[src/rtl/assert_macros.svh]
// assertion helpers shared by the rtl
`ifndef ASSERT_MACROS_SVH
`define ASSERT_MACROS_SVH

`ifndef NO_ASSERTIONS

`define RDIV_ASSERT(label, clk, rst_n, prop) \
  label: assert property (@(posedge clk) disable iff (!rst_n) prop) \
    else $error("rdiv assertion failed");

`define RDIV_ASSERT_ALWAYS(label, clk, prop) \
  label: assert property (@(posedge clk) prop) \
    else $error("rdiv assertion failed");

`else

`define RDIV_ASSERT(label, clk, rst_n, prop)

`define RDIV_ASSERT_ALWAYS(label, clk, prop)

`endif

`endif

[src/rtl/rdiv_pkg.sv]
package rdiv_pkg;

  localparam int DATA_W    = 16;
  localparam int WIDTH_DEF = 16;

  typedef enum logic {
    ST_IDLE,
    ST_RUN
  } rdiv_state_t;

  typedef struct packed {
    logic load;
    logic step;
    logic out_load;
  } rdiv_cmd_t;

endpackage

[src/rtl/rdiv_if.sv]
interface rdiv_in_if;
  logic                       valid;
  logic                       ready;
  logic [rdiv_pkg::DATA_W-1:0] dividend;
  logic [rdiv_pkg::DATA_W-1:0] divisor;

  modport source (output valid, output dividend, output divisor, input ready);
  modport sink   (input valid, input dividend, input divisor, output ready);
endinterface

interface rdiv_out_if;
  logic                       valid;
  logic                       ready;
  logic [rdiv_pkg::DATA_W-1:0] quotient;
  logic [rdiv_pkg::DATA_W-1:0] remainder;

  modport source (output valid, output quotient, output remainder, input ready);
  modport sink   (input valid, input quotient, input remainder, output ready);
endinterface

[src/rtl/restoring_divider_unit.sv]
// the input beat loads the operands, then WIDTH iterations; the last writes the output register
// a new input is taken only once the previous one is through, since the single
//   shift-subtract-restore unit does one quotient bit per cycle, except when the last step is held
// a finished result waits in the output register; a held result stalls only the last step
// reset: synchronous active-low rst_n clears the controller and output valid
`include "assert_macros.svh"

module restoring_divider_unit #(
  parameter int WIDTH = rdiv_pkg::WIDTH_DEF
) (
  input  logic        clk,
  input  logic        rst_n,
  rdiv_in_if.sink     in_ch,
  rdiv_out_if.source  out_ch
);

  rdiv_pkg::rdiv_cmd_t cmd;

  rdiv_ctrl #(
    .WIDTH (WIDTH)
  ) u_ctrl (
    .clk       (clk),
    .rst_n     (rst_n),
    .in_valid  (in_ch.valid),
    .in_ready  (in_ch.ready),
    .out_valid (out_ch.valid),
    .out_ready (out_ch.ready),
    .cmd       (cmd)
  );

  rdiv_datapath #(
    .WIDTH (WIDTH)
  ) u_datapath (
    .clk       (clk),
    .cmd       (cmd),
    .dividend  (in_ch.dividend),
    .divisor   (in_ch.divisor),
    .quotient  (out_ch.quotient),
    .remainder (out_ch.remainder)
  );

  `RDIV_ASSERT(a_busy_blocks_input, clk, rst_n, (in_ch.valid && in_ch.ready) |=> !in_ch.ready)
  `RDIV_ASSERT(a_load_in_idle_only, clk, rst_n, cmd.load |-> !cmd.step)
  `RDIV_ASSERT(a_out_hold, clk, rst_n, (out_ch.valid && !out_ch.ready) |=> out_ch.valid)

endmodule

[src/rtl/rdiv_datapath.sv]
module rdiv_datapath #(
  parameter int WIDTH = rdiv_pkg::WIDTH_DEF
) (
  input  logic                        clk,
  input  rdiv_pkg::rdiv_cmd_t         cmd,
  input  logic [rdiv_pkg::DATA_W-1:0] dividend,
  input  logic [rdiv_pkg::DATA_W-1:0] divisor,
  output logic [rdiv_pkg::DATA_W-1:0] quotient,
  output logic [rdiv_pkg::DATA_W-1:0] remainder
);

  // num_r holds dividend bits still to come in its top, quotient bits in its bottom
  logic [WIDTH-1:0] num_r, num_nxt;
  logic [WIDTH-1:0] rem_r, rem_nxt;
  logic [WIDTH-1:0] den_r;
  logic             zero_r;
  logic [rdiv_pkg::DATA_W-1:0] quo_out_r, rem_out_r;

  logic [WIDTH:0] trial;
  logic [WIDTH:0] diff;
  logic           borrow;

  always_comb begin
    trial   = {rem_r, num_r[WIDTH-1]};
    diff    = trial - {1'b0, den_r};
    borrow  = diff[WIDTH];
    rem_nxt = borrow ? trial[WIDTH-1:0] : diff[WIDTH-1:0];
    num_nxt = {num_r[WIDTH-2:0], ~borrow};
  end

  always_ff @(posedge clk) begin
    if (cmd.load) begin
      num_r  <= WIDTH'(dividend);
      den_r  <= WIDTH'(divisor);
      zero_r <= (WIDTH'(divisor) == '0);
      rem_r  <= '0;
    end else if (cmd.step) begin
      num_r <= num_nxt;
      rem_r <= rem_nxt;
    end
  end

  always_ff @(posedge clk) begin
    if (cmd.out_load) begin
      quo_out_r <= zero_r ? '0 : rdiv_pkg::DATA_W'(num_nxt);
      rem_out_r <= zero_r ? '0 : rdiv_pkg::DATA_W'(rem_nxt);
    end
  end

  assign quotient  = quo_out_r;
  assign remainder = rem_out_r;

endmodule

[src/rtl/rdiv_ctrl.sv]
`include "assert_macros.svh"

module rdiv_ctrl #(
  parameter int WIDTH = rdiv_pkg::WIDTH_DEF
) (
  input  logic                clk,
  input  logic                rst_n,
  input  logic                in_valid,
  output logic                in_ready,
  output logic                out_valid,
  input  logic                out_ready,
  output rdiv_pkg::rdiv_cmd_t cmd
);

  localparam int CNT_W = $clog2(WIDTH + 1);

  rdiv_pkg::rdiv_state_t state_r, state_nxt;
  logic [CNT_W-1:0]      cnt_r, cnt_nxt;
  logic                  out_valid_r, out_valid_nxt;
  logic                  out_free;
  logic                  last;

  always_ff @(posedge clk) begin
    if (!rst_n) begin
      state_r     <= rdiv_pkg::ST_IDLE;
      cnt_r       <= '0;
      out_valid_r <= 1'b0;
    end else begin
      state_r     <= state_nxt;
      cnt_r       <= cnt_nxt;
      out_valid_r <= out_valid_nxt;
    end
  end

  always_comb begin
    state_nxt    = state_r;
    cnt_nxt      = cnt_r;
    cmd          = '0;
    in_ready     = 1'b0;
    out_free     = !out_valid_r || out_ready;
    last         = (cnt_r == CNT_W'(1));
    case (state_r)
      rdiv_pkg::ST_IDLE: begin
        in_ready = 1'b1;
        if (in_valid) begin
          cmd.load  = 1'b1;
          cnt_nxt   = CNT_W'(WIDTH);
          state_nxt = rdiv_pkg::ST_RUN;
        end
      end
      rdiv_pkg::ST_RUN: begin
        if (!last) begin
          cmd.step = 1'b1;
          cnt_nxt  = cnt_r - CNT_W'(1);
        end else if (out_free) begin
          // final step lands straight in the output register
          cmd.step     = 1'b1;
          cmd.out_load = 1'b1;
          cnt_nxt      = '0;
          state_nxt    = rdiv_pkg::ST_IDLE;
        end
      end
      default: begin
        state_nxt = rdiv_pkg::ST_IDLE;
      end
    endcase
    if (cmd.out_load) begin
      out_valid_nxt = 1'b1;
    end else if (out_ready) begin
      out_valid_nxt = 1'b0;
    end else begin
      out_valid_nxt = out_valid_r;
    end
  end

  assign out_valid = out_valid_r;

  `RDIV_ASSERT(a_accept_runs, clk, rst_n, (in_valid && in_ready) |=> (state_r == rdiv_pkg::ST_RUN))
  `RDIV_ASSERT(a_run_count, clk, rst_n, (state_r == rdiv_pkg::ST_RUN) |-> (cnt_r != '0))
  `RDIV_ASSERT(a_no_overwrite, clk, rst_n, cmd.out_load |-> (!out_valid_r || out_ready))
  `RDIV_ASSERT(a_load_sets_valid, clk, rst_n, cmd.out_load |=> out_valid)

endmodule

[src/flat_wrapper.sv]
// flat-port wrapper written by rule: the top's interface ports become plain ports
module restoring_divider_unit_flat 
#(
  parameter int WIDTH = rdiv_pkg::WIDTH_DEF
)
  (clk, rst_n, in_ch_valid, in_ch_dividend, in_ch_divisor, in_ch_ready, out_ch_valid, out_ch_quotient, out_ch_remainder, out_ch_ready);
  rdiv_in_if in_ch_i ();
  rdiv_out_if out_ch_i ();
  input  logic clk;
  input  logic rst_n;
  input wire logic [$bits(in_ch_i.valid)-1:0] in_ch_valid;
  input wire logic [$bits(in_ch_i.dividend)-1:0] in_ch_dividend;
  input wire logic [$bits(in_ch_i.divisor)-1:0] in_ch_divisor;
  output wire logic [$bits(in_ch_i.ready)-1:0] in_ch_ready;
  output wire logic [$bits(out_ch_i.valid)-1:0] out_ch_valid;
  output wire logic [$bits(out_ch_i.quotient)-1:0] out_ch_quotient;
  output wire logic [$bits(out_ch_i.remainder)-1:0] out_ch_remainder;
  input wire logic [$bits(out_ch_i.ready)-1:0] out_ch_ready;
  assign in_ch_i.valid = in_ch_valid;
  assign in_ch_i.dividend = in_ch_dividend;
  assign in_ch_i.divisor = in_ch_divisor;
  assign in_ch_ready = in_ch_i.ready;
  assign out_ch_valid = out_ch_i.valid;
  assign out_ch_quotient = out_ch_i.quotient;
  assign out_ch_remainder = out_ch_i.remainder;
  assign out_ch_i.ready = out_ch_ready;
  restoring_divider_unit #(.WIDTH(WIDTH)) u_core (.clk(clk), .rst_n(rst_n), .in_ch(in_ch_i), .out_ch(out_ch_i));
endmodule
[config.mk]
export PLATFORM = sky130hd
export DESIGN_NAME = restoring_divider_unit_flat
export DESIGN_NICKNAME = d
export VERILOG_FILES = /design/src/rtl/rdiv_pkg.sv /design/src/rtl/rdiv_if.sv /design/src/rtl/restoring_divider_unit.sv /design/src/rtl/rdiv_datapath.sv /design/src/rtl/rdiv_ctrl.sv /design/src/flat_wrapper.sv
export VERILOG_INCLUDE_DIRS = /design/src /design/src/rtl
export SDC_FILE = /design/constraint.sdc
export NUM_CORES = 1
export LEC_CHECK = 0
export ABC_AREA = 1
export BUFFER_PORTS_ARGS = -buffer_cell sky130_fd_sc_hd__buf_4
export CORE_MARGIN = 2
export CORE_UTILIZATION = 57
export CTS_BUF_LIST = sky130_fd_sc_hd__clkbuf_16
export CTS_CLUSTER_SIZE = 24
export DETAILED_ROUTE_END_ITERATION = 10
export PLACE_DENSITY_LB_ADDON = 0.1
export SYNTH_ARGS = -nofsm -noshare
export SYNTH_HDL_FRONTEND = slang
export SYNTH_HIERARCHICAL = 1
export SYNTH_SLANG_ARGS = --single-unit
[constraint.sdc]
create_clock -name clk -period 3.5 [get_ports clk]
set_clock_uncertainty 0.1 [all_clocks]
set_input_delay 0.35 -clock clk [delete_from_list [all_inputs] [get_ports clk]]
set_output_delay 0.35 -clock clk [all_outputs]
set_load 0.05 [all_outputs]
==> reports/metrics.yaml <==
status:
  status: "finished clean"
synth:
  synth_top_area_share_pct: 40.8
  synth_most_common_cell: "nand2_1"
  ys_seq_area_share_pct: 50.4
  synthArstFlopShare_pct: 0
  synth_edf_count: 65
  synth_area_leader_cell: "edfxtp_1"
  syn_area_um2: 4790
  synth_cell_types: 32
  synth.avg_cell_area_um2: 8.12
  synthCells: 590
  ys_top_cells_by_count: "nand2_1 (189), inv_1 (96), edfxtp_1 (65), nor2_1 (59), nand3_1 (38)"
  ys_ff_latch: 88
  ys.flop_type: "edfxtp_1"
  synth_fp_nets: 645
  yosysWarnings: 6
  synthTopCellsByArea: "edfxtp_1 (41%), nand2_1 (15%), dfxtp_1 (9.6%), inv_1 (7.5%), ha_1 (4.7%)"
global_routing:
  grt.overflow.total: 0
  grt_pass1_vias: 3821
  grt_usage_pct: 25.0
  grt_antenna_before_repair: 0
  grt_pass1_wl_mm: 17.4
  grt_max_degree: 51
final_layout:
  drive_gt1_share_pct: 17.3
  area_growth_pct: 19.1
  final_area_um2: 5700
  final_nets: 716
  antenna_cells: 0
  fill_cells: 672
power:
  p_total_mw: 3.11
  vdd_drop_max_uv: 337
  p_leak_nw: 2.80
  power_density_nw_per_um2: 546
worst_setup_path:
  cp.arrival_ns: 2.58
  critical_path_class: "reg2reg"
  cp_common_cell: "nand2_1"
  crit_family: "simple AND/OR/NAND/NOR gates"
  crit_path_end: "u_core/u_datapath/remainder[0]"
  crit_cells: 15
  required_ns: 3.45
  critPathLaunch: "u_core/u_datapath/num_r[15]"
  crit_path_cell_trace: "inv_1, ha_1, fa_1, inv_1, nand2_1, nand2_1, nand3_1, nand2_2, nand2_2, nand2_2, nand2_4, nand2_4, nand2_1, nand2_1, nor2_1"
  cp-start-kind: "flop"
  rrSetupSlack_ns: 0.86
  reg2reg_depth: 15
  crit_path_max_fanout: 17
  cp.buffers_inverters: 2
  rr_endpoint: "u_core/u_datapath/remainder[0]"
  r2r-start: "u_core/u_datapath/num_r[15]"
  max_stage_delay_ns: 0.40
  critPathSlowestCell: "fa_1"
  end_kind: "flop"
die:
  ios: 70
  start_util_pct: 58.6
  die_area_um2: 9150
  dieWidth_um: 95.7
  num_rows: 33
  core_area_um2: 8180
  die_height_um: 95.7
place:
  place_area_um2: 5410
  place_congestion: 0.917
  dp_slack_ns: 0.901
  hpwl_mm: 7.64
  portBuffers: 69
min_path:
  hold_path.class: "in2reg"
routing:
  firstDrtPassIters: 8
  ant_nets: 0
  routed_wl_mm: 10.6
  via_count: 3913
  drc: 0
  via_per_inst: 5.08
  wl_per_cell_um: 13.7
  drtIter0Drc: 211
timing:
  maxSlewViolCount: 0
  finalHoldViolCount: 0
  tns_ns: 0
  tightest_slew_ns: 1.16
  relSlewSlack_pct: 22.8
  setup_ws_ns: 0.864
  fin_crit_ns: 2.64
  period_share_pct: 75.3
  rsz0062_at_grt: "no"
  final-setup-viol-count: 0
  fmax_mhz: 379
clocking:
  htree_levels: 3
  cts_buffers: 9
  clk_latency_ns: 0.33
  cts_hold_buf: 0
  path_clk_slew_ns: 0.06
  clock_sinks: 88
  cts_tree: "built"
  cts-resized-gates: 0
  cts_setup_buffers: 0
  cts_buffer_depth: 2
  cts_root_buffer: "clkbuf_16"
flow_run:
  drv_cap: 0
[layout by cell type (no fill, tap or decap), types with 6 or more instances in the layout]
cell type	netlist	routed
a21oi_1	12	12
buf_4	2	73
clkbuf_16	0	9
dfxtp_1	23	23
edfxtp_1	65	65
ha_1	18	18
inv_1	96	97
nand2_1	189	189
nand2_2	13	13
nand3_1	38	38
nand3b_1	11	11
nand4_1	6	6
nor2_1	59	58
o21ai_0	15	15
[per-layer routing]
layer	vias to the layer above	wire length, um	global-route usage [%]
met5	-	0	0
met3	18	444	2.92
met2	110	5410	44.4
li1	1997	-	-
met1	1788	4460	30.7
met4	0	248	10.4
[worst min-delay path by stage]
stage                                     start                          end  slack, ns  cells past startpoint
global placement     u_core/u_datapath/rem_r[2]   u_core/u_datapath/rem_r[2]       0.36                      2
detailed placement   u_core/u_datapath/rem_r[2]   u_core/u_datapath/rem_r[2]       0.37                      2
floorplan           u_core/u_datapath/rem_r[10]  u_core/u_datapath/rem_r[10]       0.34                      2
finish                         in_ch_divisor[6]   u_core/u_datapath/den_r[6]        0.1                      1
CTS                           in_ch_divisor[13]  u_core/u_datapath/den_r[13]       0.09                      1
global route                   in_ch_divisor[6]   u_core/u_datapath/den_r[6]        0.1                      1
[area by class of cell]
| type | instances | area, um2 | area share [%] |
|---|---|---|---|
| multi-input cells | 391 | 1950 | 34.1 |
| clock buffers | 9 | 225 | 3.95 |
| repair buffers | 73 | 548 | 9.61 |
| well taps | 105 | 131 | 2.30 |
| flip-flops and latches | 88 | 2410 | 42.3 |
| clock inverters | 7 | 72.6 | 1.27 |
| inverters | 98 | 368 | 6.45 |
[registers in the layout (all words and copies together), names as in the netlist]
signal,flops
u_core/u_datapath/num_r,16
u_core/u_ctrl/cnt_r,5
u_core/u_datapath/remainder,16
u_core/u_ctrl/out_valid,1
u_core/u_datapath/zero_r,1
u_core/u_ctrl/state_r,1
u_core/u_datapath/den_r,16
u_core/u_datapath/quotient,16
u_core/u_datapath/rem_r,16
[kinds of logic after synthesis]
logic type | count (synthesis) | synth area share, %
AND/OR/NAND/NOR | 335 | 30.7
XOR/XNOR | 8 | 1.46
adder cells (fa/ha/maj) | 19 | 5.12
buffers and inverters | 111 | 9.12
flip-flops | 88 | 50.4
AO/OA/AOI/OAI | 29 | 3.19
[through the flow]
stage / util [%] / cells / hold slack (ns)
global route: 69.8 / 771 / 0.0956
global placement: 66.1 / 755 / 0.359
detailed placement: 66.1 / 755 / 0.373
finish: 69.8 / 771 / 0.0984
CTS: 69.8 / 771 / 0.0915
floorplan: - / 590 / 0.344
[report_power, final]
group,internal (mW),total [mW],switching [mW]
logic,0.291,0.834,0.543
clock network,0.556,0.960,0.404
registers,1.25,1.32,0.0654
Note: power is estimated with default switching activity, not from simulation.
